[config.mk]
export PLATFORM = sky130hd
export DESIGN_NAME = line_receiver_buffer_pool_top_flat
export DESIGN_NICKNAME = d
export VERILOG_FILES = /design/src/sv/lrbp_pkg.sv /design/src/sv/lrbp_if.sv /design/src/sv/lrbp_store.sv /design/src/sv/lrbp_ctrl.sv /design/src/sv/line_receiver_buffer_pool_top.sv /design/src/flat_wrapper.sv
export SDC_FILE = /design/constraint.sdc
export NUM_CORES = 2
export LEC_CHECK = 0
export BUFFER_PORTS_ARGS = -buffer_cell sky130_fd_sc_hd__buf_4
export CORE_MARGIN = 2
export CORE_UTILIZATION = 45
export CTS_CLUSTER_SIZE = 14
export DETAILED_ROUTE_END_ITERATION = 12
export PLACE_DENSITY_LB_ADDON = 0.1
export SLEW_MARGIN = 10
export SYNTH_ARGS = -nofsm -noshare
export SYNTH_HDL_FRONTEND = slang
export SYNTH_SLANG_ARGS = --single-unit
[constraint.sdc]
create_clock -name clk -period 16.04 [get_ports clk]
set_clock_uncertainty 0.1 [all_clocks]
set_input_delay 2.406 -clock clk [delete_from_list [all_inputs] [get_ports clk]]
set_output_delay 2.406 -clock clk [all_outputs]
set_load 0.005 [all_outputs]
[src/sv/lrbp_pkg.sv]
// lrbp_pkg: shared types and constants of the line receiver buffer pool
// holds field widths, operation and status codes, control states and the result struct
// no dependencies
`default_nettype none

package lrbp_pkg;

	// fixed field widths of the transactions
	localparam int OP_W     = 2;
	localparam int DATA_W   = 8;
	localparam int BUF_W    = 3;
	localparam int POS_W    = 6;
	localparam int STATUS_W = 4;
	localparam int MASK_W   = 8;

	// operation codes (code three decodes as a read)
	localparam logic [OP_W-1:0] OP_RECEIVE = 2'd0;
	localparam logic [OP_W-1:0] OP_RELEASE = 2'd1;
	localparam logic [OP_W-1:0] OP_READ    = 2'd2;

	// status codes
	localparam logic [STATUS_W-1:0] ST_STORED    = 4'd0;
	localparam logic [STATUS_W-1:0] ST_DONE      = 4'd1;
	localparam logic [STATUS_W-1:0] ST_DROPPED   = 4'd2;
	localparam logic [STATUS_W-1:0] ST_OVF_BEGIN = 4'd3;
	localparam logic [STATUS_W-1:0] ST_DISCARDED = 4'd4;
	localparam logic [STATUS_W-1:0] ST_RESYNC    = 4'd5;
	localparam logic [STATUS_W-1:0] ST_CR        = 4'd6;
	localparam logic [STATUS_W-1:0] ST_RELEASED  = 4'd7;
	localparam logic [STATUS_W-1:0] ST_READ      = 4'd8;

	// line control characters
	localparam logic [DATA_W-1:0] CH_LF = 8'd10;
	localparam logic [DATA_W-1:0] CH_CR = 8'd13;

	// controller states
	typedef enum logic [2:0] {
		S_IDLE,
		S_EXEC,
		S_SEARCH,
		S_RDWAIT,
		S_FINISH
	} ctrl_state_t;

	// one result transaction
	typedef struct packed {
		logic [STATUS_W-1:0] status;
		logic [BUF_W-1:0]    done_buffer;
		logic [POS_W-1:0]    done_length;
		logic [DATA_W-1:0]   read_data;
		logic [MASK_W-1:0]   busy_mask;
	} res_t;

endpackage

`default_nettype wire

[src/sv/lrbp_if.sv]
// lrbp_if: valid/ready channel interfaces for requests and results
// depends on lrbp_pkg for field widths
`default_nettype none

interface lrbp_req_if;
	import lrbp_pkg::*;

	logic              valid;
	logic              ready;
	logic [OP_W-1:0]   operation;
	logic [DATA_W-1:0] rx_byte;
	logic [BUF_W-1:0]  buffer_select;
	logic [POS_W-1:0]  byte_select;

	modport source (output valid, operation, rx_byte, buffer_select, byte_select, input ready);
	modport sink (input valid, operation, rx_byte, buffer_select, byte_select, output ready);
endinterface

interface lrbp_rsp_if;
	import lrbp_pkg::*;

	logic                valid;
	logic                ready;
	logic [STATUS_W-1:0] status;
	logic [BUF_W-1:0]    done_buffer;
	logic [POS_W-1:0]    done_length;
	logic [DATA_W-1:0]   read_data;
	logic [MASK_W-1:0]   busy_mask;

	modport source (output valid, status, done_buffer, done_length, read_data, busy_mask,
		input ready);
	modport sink (input valid, status, done_buffer, done_length, read_data, busy_mask,
		output ready);
endinterface

`default_nettype wire

[src/sv/lrbp_store.sv]
// lrbp_store: line byte memory, one write or read port, registered read data
// depends on lrbp_pkg for the data width
`default_nettype none

module lrbp_store #(
	parameter int DEPTH  = 256,
	parameter int ADDR_W = 8
) (
	input  wire logic                       clk,
	input  wire logic                       we,
	input  wire logic                       re,
	input  wire logic [ADDR_W-1:0]          addr,
	input  wire logic [lrbp_pkg::DATA_W-1:0] wdata,
	output logic      [lrbp_pkg::DATA_W-1:0] rdata
);
	import lrbp_pkg::*;

	logic [DATA_W-1:0] mem [DEPTH];
	logic [DATA_W-1:0] rdata_q;

	// write port
	always_ff @(posedge clk) begin
		if (we) begin
			mem[addr] <= wdata;
		end
	end

	// read port, registered read data
	always_ff @(posedge clk) begin
		if (re) begin
			rdata_q <= mem[addr];
		end
	end

	assign rdata = rdata_q;

endmodule

`default_nettype wire

[src/sv/lrbp_ctrl.sv]
// lrbp_ctrl: line assembly controller with round-robin free buffer scan
// depends on lrbp_pkg and lrbp_req_if; drives the line memory port
`default_nettype none

module lrbp_ctrl #(
	parameter int NUM_BUFFERS = 4,
	parameter int LINE_BYTES  = 64,
	parameter int ADDR_W      = 8
) (
	input  wire logic                        clk,
	input  wire logic                        arst_n,
	lrbp_req_if.sink                         req,
	output logic                             mem_we,
	output logic                             mem_re,
	output logic      [ADDR_W-1:0]           mem_addr,
	output logic      [lrbp_pkg::DATA_W-1:0] mem_wdata,
	input  wire logic [lrbp_pkg::DATA_W-1:0] mem_rdata,
	output logic                             res_valid,
	input  wire logic                        res_ready,
	output lrbp_pkg::res_t                   res
);
	import lrbp_pkg::*;

	localparam int BUF_IDX_W  = $clog2(NUM_BUFFERS);
	localparam int BYTE_IDX_W = $clog2(LINE_BYTES);
	localparam int FILL_W     = $clog2(LINE_BYTES + 1);
	localparam logic [BUF_IDX_W-1:0] LAST_BUF = BUF_IDX_W'(NUM_BUFFERS - 1);
	localparam logic [FILL_W-1:0]    FILL_FULL = FILL_W'(LINE_BYTES);

	ctrl_state_t state_q, state_d;

	// latched request payload
	logic [OP_W-1:0]   op_q;
	logic [DATA_W-1:0] rx_q;
	logic [BUF_W-1:0]  bsel_q;
	logic [POS_W-1:0]  pos_q;

	// receiver state
	logic [NUM_BUFFERS-1:0] busy_q, busy_d;
	logic [BUF_IDX_W-1:0]   cur_q, cur_d;
	logic [FILL_W-1:0]      fill_q, fill_d;
	logic                   ovf_q, ovf_d;

	// free buffer scan
	logic [BUF_IDX_W-1:0] cand_q, cand_d;
	logic [BUF_IDX_W-1:0] cnt_q, cnt_d;
	logic                 post_q, post_d;

	// result fields under construction
	logic [STATUS_W-1:0] status_q, status_d;
	logic [BUF_W-1:0]    dbuf_q, dbuf_d;
	logic [POS_W-1:0]    dlen_q, dlen_d;
	logic [DATA_W-1:0]   rdata_q, rdata_d;

	logic [FILL_W-1:0] fill_inc;
	logic              rd_ok;
	logic              rel_ok;

	assign fill_inc = fill_q + FILL_W'(1);
	assign rel_ok   = {1'b0, bsel_q} < (BUF_W + 1)'(NUM_BUFFERS);
	assign rd_ok    = rel_ok && ({1'b0, pos_q} < (POS_W + 1)'(LINE_BYTES));

	// request payload capture
	always_ff @(posedge clk) begin
		if (req.valid && req.ready) begin
			op_q   <= req.operation;
			rx_q   <= req.rx_byte;
			bsel_q <= req.buffer_select;
			pos_q  <= req.byte_select;
		end
	end

	// state register
	always_ff @(posedge clk or negedge arst_n) begin
		if (!arst_n) begin
			state_q  <= S_IDLE;
			busy_q   <= '0;
			cur_q    <= '0;
			fill_q   <= '0;
			ovf_q    <= 1'b0;
			cand_q   <= '0;
			cnt_q    <= '0;
			post_q   <= 1'b0;
			status_q <= ST_STORED;
			dbuf_q   <= '0;
			dlen_q   <= '0;
			rdata_q  <= '0;
		end else begin
			state_q  <= state_d;
			busy_q   <= busy_d;
			cur_q    <= cur_d;
			fill_q   <= fill_d;
			ovf_q    <= ovf_d;
			cand_q   <= cand_d;
			cnt_q    <= cnt_d;
			post_q   <= post_d;
			status_q <= status_d;
			dbuf_q   <= dbuf_d;
			dlen_q   <= dlen_d;
			rdata_q  <= rdata_d;
		end
	end

	// next state, memory port and handshake
	always_comb begin
		state_d   = state_q;
		busy_d    = busy_q;
		cur_d     = cur_q;
		fill_d    = fill_q;
		ovf_d     = ovf_q;
		cand_d    = cand_q;
		cnt_d     = cnt_q;
		post_d    = post_q;
		status_d  = status_q;
		dbuf_d    = dbuf_q;
		dlen_d    = dlen_q;
		rdata_d   = rdata_q;
		mem_we    = 1'b0;
		mem_re    = 1'b0;
		mem_addr  = {cur_q, fill_q[BYTE_IDX_W-1:0]};
		mem_wdata = rx_q;
		req.ready = 1'b0;
		res_valid = 1'b0;

		case (state_q)
			S_IDLE: begin
				req.ready = 1'b1;
				if (req.valid) begin
					dbuf_d  = '0;
					dlen_d  = '0;
					rdata_d = '0;
					state_d = S_EXEC;
				end
			end

			S_EXEC: begin
				if (op_q == OP_RELEASE) begin
					if (rel_ok) begin
						busy_d[bsel_q[BUF_IDX_W-1:0]] = 1'b0;
					end
					status_d = ST_RELEASED;
					state_d  = S_FINISH;
				end else if (op_q[1]) begin
					// read, also taken for the unused fourth code
					mem_addr = {bsel_q[BUF_IDX_W-1:0], pos_q[BYTE_IDX_W-1:0]};
					mem_re   = rd_ok;
					status_d = ST_READ;
					state_d  = S_RDWAIT;
				end else if (ovf_q) begin
					// discard until end of line
					if (rx_q == CH_LF) begin
						ovf_d    = 1'b0;
						fill_d   = '0;
						status_d = ST_RESYNC;
					end else begin
						status_d = ST_DISCARDED;
					end
					state_d = S_FINISH;
				end else if (fill_q == FILL_FULL) begin
					// no buffer ready: retry the scan
					post_d  = 1'b0;
					cand_d  = cur_q;
					cnt_d   = '0;
					state_d = S_SEARCH;
				end else if (rx_q == CH_LF) begin
					// terminate line, mark busy, then scan for the next buffer
					mem_we    = 1'b1;
					mem_wdata = '0;
					dbuf_d    = BUF_W'(cur_q);
					dlen_d    = POS_W'(fill_q);
					busy_d[cur_q] = 1'b1;
					fill_d    = FILL_FULL;
					post_d    = 1'b1;
					cand_d    = cur_q;
					cnt_d     = '0;
					status_d  = ST_DONE;
					state_d   = S_SEARCH;
				end else if (rx_q == CH_CR) begin
					status_d = ST_CR;
					state_d  = S_FINISH;
				end else begin
					// store the byte
					mem_we = 1'b1;
					fill_d = fill_inc;
					if (fill_inc == FILL_FULL) begin
						ovf_d    = 1'b1;
						status_d = ST_OVF_BEGIN;
					end else begin
						status_d = ST_STORED;
					end
					state_d = S_FINISH;
				end
			end

			S_SEARCH: begin
				if (!busy_q[cand_q]) begin
					cur_d  = cand_q;
					fill_d = '0;
					if (!post_q && rx_q == CH_LF) begin
						// empty line in the buffer just found, then scan again
						mem_we    = 1'b1;
						mem_addr  = {cand_q, {BYTE_IDX_W{1'b0}}};
						mem_wdata = '0;
						dbuf_d    = BUF_W'(cand_q);
						dlen_d    = '0;
						busy_d[cand_q] = 1'b1;
						fill_d    = FILL_FULL;
						post_d    = 1'b1;
						cnt_d     = '0;
						status_d  = ST_DONE;
					end else begin
						status_d = post_q ? ST_DONE : ST_DROPPED;
						state_d  = S_FINISH;
					end
				end else if (cnt_q == LAST_BUF) begin
					// every buffer busy
					status_d = post_q ? ST_DONE : ST_DROPPED;
					state_d  = S_FINISH;
				end else begin
					cand_d = (cand_q == LAST_BUF) ? '0 : cand_q + BUF_IDX_W'(1);
					cnt_d  = cnt_q + BUF_IDX_W'(1);
				end
			end

			S_RDWAIT: begin
				rdata_d = rd_ok ? mem_rdata : '0;
				state_d = S_FINISH;
			end

			S_FINISH: begin
				res_valid = 1'b1;
				if (res_ready) begin
					state_d = S_IDLE;
				end
			end

			default: begin
				state_d = S_IDLE;
			end
		endcase
	end

	// result fields
	always_comb begin
		res.status      = status_q;
		res.done_buffer = dbuf_q;
		res.done_length = dlen_q;
		res.read_data   = rdata_q;
		res.busy_mask   = MASK_W'(busy_q);
	end

endmodule

`default_nettype wire

[src/sv/line_receiver_buffer_pool_top.sv]
// line_receiver_buffer_pool_top: serial line receiver over a pool of line buffers
// depends on lrbp_pkg, lrbp_if, lrbp_store and lrbp_ctrl
//
// Usage: the req channel carries one operation per transaction: receive a byte,
// release a buffer or read a stored byte. Every request gives exactly one result
// transaction on the rsp channel with status, the completed line's buffer and
// length, read data and the busy mask after the operation.
// Bytes are assembled into NUM_BUFFERS buffers of LINE_BYTES bytes in one
// memory; LF ends a line (zero terminated), CR is not stored.
// Sequence: release, CR, discard and plain store go from S_EXEC to S_FINISH, which
// offers the result to the output register; a read adds the memory read in
// S_RDWAIT. A line end adds the free buffer scan in S_SEARCH, one buffer per cycle
// from the buffer just closed. A byte arriving while no buffer is free adds a
// scan, plus a second scan when the retried LF completes an empty line. One
// request is processed at a time.
// The result sits in an output register: the next request is taken while it
// waits; if the receiver stalls, a finished second result holds the controller
// until the register frees up. Reset clears all busy bits, selects buffer zero
// and empties the line; buffer contents are undefined until written.
`default_nettype none

module line_receiver_buffer_pool_top #(
	parameter int NUM_BUFFERS = 4,
	parameter int LINE_BYTES  = 64
) (
	input wire logic  clk,
	input wire logic  arst_n,
	lrbp_req_if.sink  req,
	lrbp_rsp_if.source rsp
);
	import lrbp_pkg::*;

	localparam int BUF_IDX_W  = $clog2(NUM_BUFFERS);
	localparam int BYTE_IDX_W = $clog2(LINE_BYTES);
	localparam int ADDR_W     = BUF_IDX_W + BYTE_IDX_W;
	localparam int DEPTH      = NUM_BUFFERS * (1 << BYTE_IDX_W);

	logic              mem_we;
	logic              mem_re;
	logic [ADDR_W-1:0] mem_addr;
	logic [DATA_W-1:0] mem_wdata;
	logic [DATA_W-1:0] mem_rdata;
	logic              res_valid;
	logic              res_ready;
	res_t              res;
	res_t              out_q;
	logic              out_valid_q;

	lrbp_store #(
		.DEPTH  (DEPTH),
		.ADDR_W (ADDR_W)
	) u_store (
		.clk   (clk),
		.we    (mem_we),
		.re    (mem_re),
		.addr  (mem_addr),
		.wdata (mem_wdata),
		.rdata (mem_rdata)
	);

	lrbp_ctrl #(
		.NUM_BUFFERS (NUM_BUFFERS),
		.LINE_BYTES  (LINE_BYTES),
		.ADDR_W      (ADDR_W)
	) u_ctrl (
		.clk       (clk),
		.arst_n    (arst_n),
		.req       (req),
		.mem_we    (mem_we),
		.mem_re    (mem_re),
		.mem_addr  (mem_addr),
		.mem_wdata (mem_wdata),
		.mem_rdata (mem_rdata),
		.res_valid (res_valid),
		.res_ready (res_ready),
		.res       (res)
	);

	// output register between controller and receiver
	assign res_ready = !out_valid_q || rsp.ready;

	always_ff @(posedge clk or negedge arst_n) begin
		if (!arst_n) begin
			out_valid_q <= 1'b0;
		end else if (res_valid && res_ready) begin
			out_valid_q <= 1'b1;
		end else if (rsp.ready) begin
			out_valid_q <= 1'b0;
		end
	end

	always_ff @(posedge clk) begin
		if (res_valid && res_ready) begin
			out_q <= res;
		end
	end

	assign rsp.valid       = out_valid_q;
	assign rsp.status      = out_q.status;
	assign rsp.done_buffer = out_q.done_buffer;
	assign rsp.done_length = out_q.done_length;
	assign rsp.read_data   = out_q.read_data;
	assign rsp.busy_mask   = out_q.busy_mask;

	// one request in flight at a time
	a_one_in_flight: assert property (@(posedge clk) disable iff (!arst_n)
		req.valid && req.ready |=> !req.ready)
		else $error("request accepted while previous one in flight");

	// a completed line leaves its buffer busy
	a_done_busy: assert property (@(posedge clk) disable iff (!arst_n)
		rsp.valid && rsp.status == ST_DONE |-> rsp.busy_mask[rsp.done_buffer])
		else $error("completed line buffer not marked busy");

	// read data only on reads
	a_rdata_zero: assert property (@(posedge clk) disable iff (!arst_n)
		rsp.valid && rsp.status != ST_READ |-> rsp.read_data == '0)
		else $error("read data set on a non-read result");

	// no busy bits beyond the pool
	a_mask_range: assert property (@(posedge clk) disable iff (!arst_n)
		rsp.valid |-> (rsp.busy_mask >> NUM_BUFFERS) == '0)
		else $error("busy bit set outside the buffer pool");

endmodule

`default_nettype wire

[src/flat_wrapper.sv]
// flat-port wrapper written by rule: the top's interface ports become plain ports
module line_receiver_buffer_pool_top_flat import lrbp_pkg::*;
#(
	parameter int NUM_BUFFERS = 4,
	parameter int LINE_BYTES  = 64
)
  (clk, arst_n, req_valid, req_operation, req_rx_byte, req_buffer_select, req_byte_select, req_ready, rsp_valid, rsp_status, rsp_done_buffer, rsp_done_length, rsp_read_data, rsp_busy_mask, rsp_ready);
  lrbp_req_if req_i ();
  lrbp_rsp_if rsp_i ();
  input wire logic clk;
  input wire logic arst_n;
  input wire logic [$bits(req_i.valid)-1:0] req_valid;
  input wire logic [$bits(req_i.operation)-1:0] req_operation;
  input wire logic [$bits(req_i.rx_byte)-1:0] req_rx_byte;
  input wire logic [$bits(req_i.buffer_select)-1:0] req_buffer_select;
  input wire logic [$bits(req_i.byte_select)-1:0] req_byte_select;
  output wire logic [$bits(req_i.ready)-1:0] req_ready;
  output wire logic [$bits(rsp_i.valid)-1:0] rsp_valid;
  output wire logic [$bits(rsp_i.status)-1:0] rsp_status;
  output wire logic [$bits(rsp_i.done_buffer)-1:0] rsp_done_buffer;
  output wire logic [$bits(rsp_i.done_length)-1:0] rsp_done_length;
  output wire logic [$bits(rsp_i.read_data)-1:0] rsp_read_data;
  output wire logic [$bits(rsp_i.busy_mask)-1:0] rsp_busy_mask;
  input wire logic [$bits(rsp_i.ready)-1:0] rsp_ready;
  assign req_i.valid = req_valid;
  assign req_i.operation = req_operation;
  assign req_i.rx_byte = req_rx_byte;
  assign req_i.buffer_select = req_buffer_select;
  assign req_i.byte_select = req_byte_select;
  assign req_ready = req_i.ready;
  assign rsp_valid = rsp_i.valid;
  assign rsp_status = rsp_i.status;
  assign rsp_done_buffer = rsp_i.done_buffer;
  assign rsp_done_length = rsp_i.done_length;
  assign rsp_read_data = rsp_i.read_data;
  assign rsp_busy_mask = rsp_i.busy_mask;
  assign rsp_i.ready = rsp_ready;
  line_receiver_buffer_pool_top #(.NUM_BUFFERS(NUM_BUFFERS), .LINE_BYTES(LINE_BYTES)) u_core (.clk(clk), .arst_n(arst_n), .req(req_i), .rsp(rsp_i));
endmodule
==> results.md <==
* Run status: complete, no violations
* I/O pin cnt at 54
* PwrDens at 178 nW/um^2
* RSZ-0062 raised after global routing: false
* CP startpoint: u_core.u_ctrl.rx_q[4]
* Drt wl/cell at a little over 30 um
* Finish-stage setup viols at 0
* Setup crit start kind: flip-flop
* Worst skew pair latency at ~0.87 ns
* Mapped Cells at roughly 5200
* Routed Antenna Nets at 0
* Clock Power Share at between 20% and 30%
* DR vias at between 40000 and 50000
* Crit path required time at 16.59 ns
* Max Fclk at ~140 MHz
* Switch Pwr at between 5 and 6 mW
* Port Buffers at 48
* Clk sink count at approximately 2100
* Sequential fraction of the synthesis area at approximately 78%
* Cell area after synthesis at approximately 83000 sq um
* Most common library cell in the layout ignoring fill and taps: edfxtp_1
* Final period utilization at a little over two fifths
* DR pass1 iterations at 9
* Final nets at about 5200
* GPL Wtd Cong at about 0.83
* Deepest clock path buffer count at 3
* Number of filler cells placed in the layout at 15200
* Slew at the pin closest to its max-slew limit at ~1.4 ns
* Die X at between 400 and 500 um
* Syn. warnings at 0
* All-layer global routing usage at between 20% and 30%
* Worst Setup Path Type: reg -> reg
* DP Cell Count at ~7400
* Syn-to-layout area delta at 11.6%
* Core Rows at ~160
* Flop pwr share at about two fifths
* Worst min-delay path class: reg -> reg
* Initial core utilization at 45.2%
* Final setup TNS at 0 ns
* Overflow after GRT at 0
* EDFF count, synth at 2099
* Post-synth top area share at between 70% and 80%
* Antenna violations before repair at 16
* Most frequent cells in the layout: edfxtp_1, a22oi_1, nor2_1
* DR vias/cell at about 6.2
* Min Tclk post-route at 6.95 ns
* WP data arrival at ~7.5 ns
* Final std cells w/o fill at around 8000
* Cell accounting for the most synthesized area: edfxtp_1
* CTS Hold Bufs at 0
* H-tree depth at 4
* Mapped Avg Cell Area at 15.9 sq um
* Net switching fraction of the power at 35.1%
* Quantity of gates resized following cts at 0
* Clk slew on worst S/H paths at approximately 0.07 ns
* Die footprint at 187000 sq um
* Core ar. at around 180000 sq um
* DRC viols at 0
* Root buffer cell: clkbuf_16
* Slowest CP cell: or4_1
* Internal power at approximately 11 mW
* Final Slew Violations at 0
* First-pass GRT wire length at approximately 350 mm
* Critical Path End: u_core.u_store.rdata[7]
* Synth area leaders: edfxtp_1, a22oi_1, a22o_1
* Largest net degree at the start of global routing at between 150 and 200
* Asr flop ratio synth at 2.01%
* CP peak stage delay at a little under 0.9 ns
* Setup slack, reg-to-reg at 9.09 ns
* Comb pwr share at between 20% and 30%
* Top flip-flop cell by instance count after synthesis: edfxtp_1
* Vias in the first global route at approximately 47000
* R2R depth at 12
* Netlist cell types at 69
* Setup Fix Bufs, Post-CTS at 0
* Final WL at roughly 240 mm
* Worst slew margin at under 10%
* Final hold viol count at 0
* Reg-to-Reg Start: u_core.u_ctrl.rx_q[4]
* DP HPWL at roughly 140 mm
* CTS Buf Count at around 220
* Share of layout cells above drive strength 1 at 9.44%
* Initial DRC Count at 5707
* VDD IR max at between 0.2 and 0.25 mV
* Crit path cell chain: buf_12 -> or4_1 -> or4_1 -> nand2_8 -> buf_12 -> buf_4 -> a22oi_1 -> o22ai_1 -> nor4b_1 -> o22ai_1 -> a2111oi_0 -> nor4b_1
* Synthesis-stage register bit count at 2142
* CTS tree: done
* Max cap viols at 0
* P_leak at around 28 nW
* Die height at ~430 um
* Crit end category: flip-flop
* Critical R2R Capture: u_core.u_store.rdata[7]
* Crit Path Max Fanout at roughly 190
through the flow:
stage               cell area, sq um  hold slack, ns  setup slack [ns]  utilization (%)  power [mW]
finish                         92300           0.348              9.09             50.5        16.4
global route                   92300           0.359              8.77             50.5        17.0
CTS                            92300           0.345              9.23             50.5        16.4
detailed placement             85500           0.333              9.24             46.7        11.6
global placement               85500           0.335              9.34             46.7        11.6
floorplan                      82700           0.325             10.49                -        9.69
routing by layer:
layer | wire (um) | share of wire, % | up-vias | global-route usage (%)
li1 | - | - | 21100 | -
met1 | 104000 | 43 | 25100 | 36.5
met2 | 114000 | 47 | 1877 | 40.2
met3 | 16500 | 6.8 | 367 | 4.06
met4 | 7120 | 2.9 | 10 | 7.92
met5 | 57 | 0.024 | - | 0
synthesized netlist by cell type, drive strengths merged, types with 3 or more instances:
cell / number
and3: 4
a222oi: 74
mux2i: 7
a221oi: 73
nand4: 11
nor3b: 3
a41oi: 9
o2111ai: 15
o21ai: 205
inv: 12
a22oi: 613
o221ai: 8
nor4: 22
or2: 5
nand2b: 9
a2111oi: 9
a22o: 236
o41ai: 4
a21oi: 166
dfrtp: 43
ha: 8
o22ai: 140
nand3: 11
nor3: 18
nor4b: 22
a21boi: 31
nor2: 374
o31a: 4
o31ai: 17
edfxtp: 2099
and2: 4
a211oi: 53
clkbuf: 273
o2bb2ai: 83
or4: 4
nand2: 317
a31oi: 20
buf: 154
nor2b: 6
registers in the layout (all words and copies together) (netlist names), 3 cells and up:
| register | flops |
|---|---|
| u_core.u_ctrl.state_q | 3 |
| u_core.u_ctrl.dlen_q | 6 |
| u_core.u_store.rdata | 8 |
| u_core.u_ctrl.pos_q | 6 |
| u_core.rsp.busy_mask | 4 |
| u_core.u_ctrl.busy_q | 4 |
| u_core.u_ctrl.fill_q | 7 |
| u_core.u_store.mem | 2048 |
| u_core.rsp.read_data | 8 |
| u_core.u_ctrl.bsel_q | 3 |
| u_core.rsp.done_length | 6 |
| u_core.u_ctrl.status_q | 4 |
| u_core.rsp.status | 4 |
| u_core.u_ctrl.rx_q | 8 |
| u_core.u_ctrl.rdata_q | 8 |
critical path, delay by kind of cell (launching register included):
kind | cells | cell delay, ns
DFF | 1 | 0.41
AOI/OAI and AO/OA | 4 | 1.33
and+or+nand+nor | 5 | 2.79
buffers and inverters | 3 | 1.63
worst min path at each step:
stage	start	endpoint	cells after the start
3_3_place_gp	u_core.u_ctrl.dlen_q[5]	u_core.rsp.done_length[5]	0
2_1_floorplan	u_core.u_ctrl.dbuf_q[0]	u_core.rsp.done_buffer[0]	0
4_1_cts	u_core.u_ctrl.dlen_q[4]	u_core.rsp.done_length[4]	0
6_report	u_core.u_ctrl.dlen_q[4]	u_core.rsp.done_length[4]	0
3_5_place_dp	u_core.u_ctrl.dlen_q[5]	u_core.rsp.done_length[5]	0
5_1_grt	u_core.u_ctrl.dlen_q[2]	u_core.rsp.done_length[2]	0
layout make-up:
type	count	area [sq um]	area share (%)
flip-flops and latches	2142	64100	69.5
well taps	2464	3080	3.34
repair buffers	156	1310	1.42
clock inverters	128	1090	1.18
diodes	6	15.0	0.0163
multi-input cells	2616	16900	18.3
inverters	12	45.0	0.0488
clock buffers	272	5720	6.20
power by group through the flow:
stage                     combinational, mW  sequential [mW]  clock, mW
final                                  4.90             6.60       4.90
after floorplan                        2.95             6.74          0
after CTS                              4.88             6.59       4.96
after global routing                   5.20             6.60       5.17
after global placement                 4.86             6.71          0
after detailed placement               4.87             6.71          0
logic make-up after synthesis:
family                     Yosys count  share of synthesized area, %
other                                1                       0.00454
xor gates and xnor gates             2                        0.0212
DFF                               2142                          77.5
adders and majority gates            8                         0.121
buffers and inverters              439                          2.28
muxes                                9                         0.126
and+or+nand+nor                    819                          4.21
AOI/OAI and AO/OA                 1773                          15.7
(Power assumes the default switching activity.)
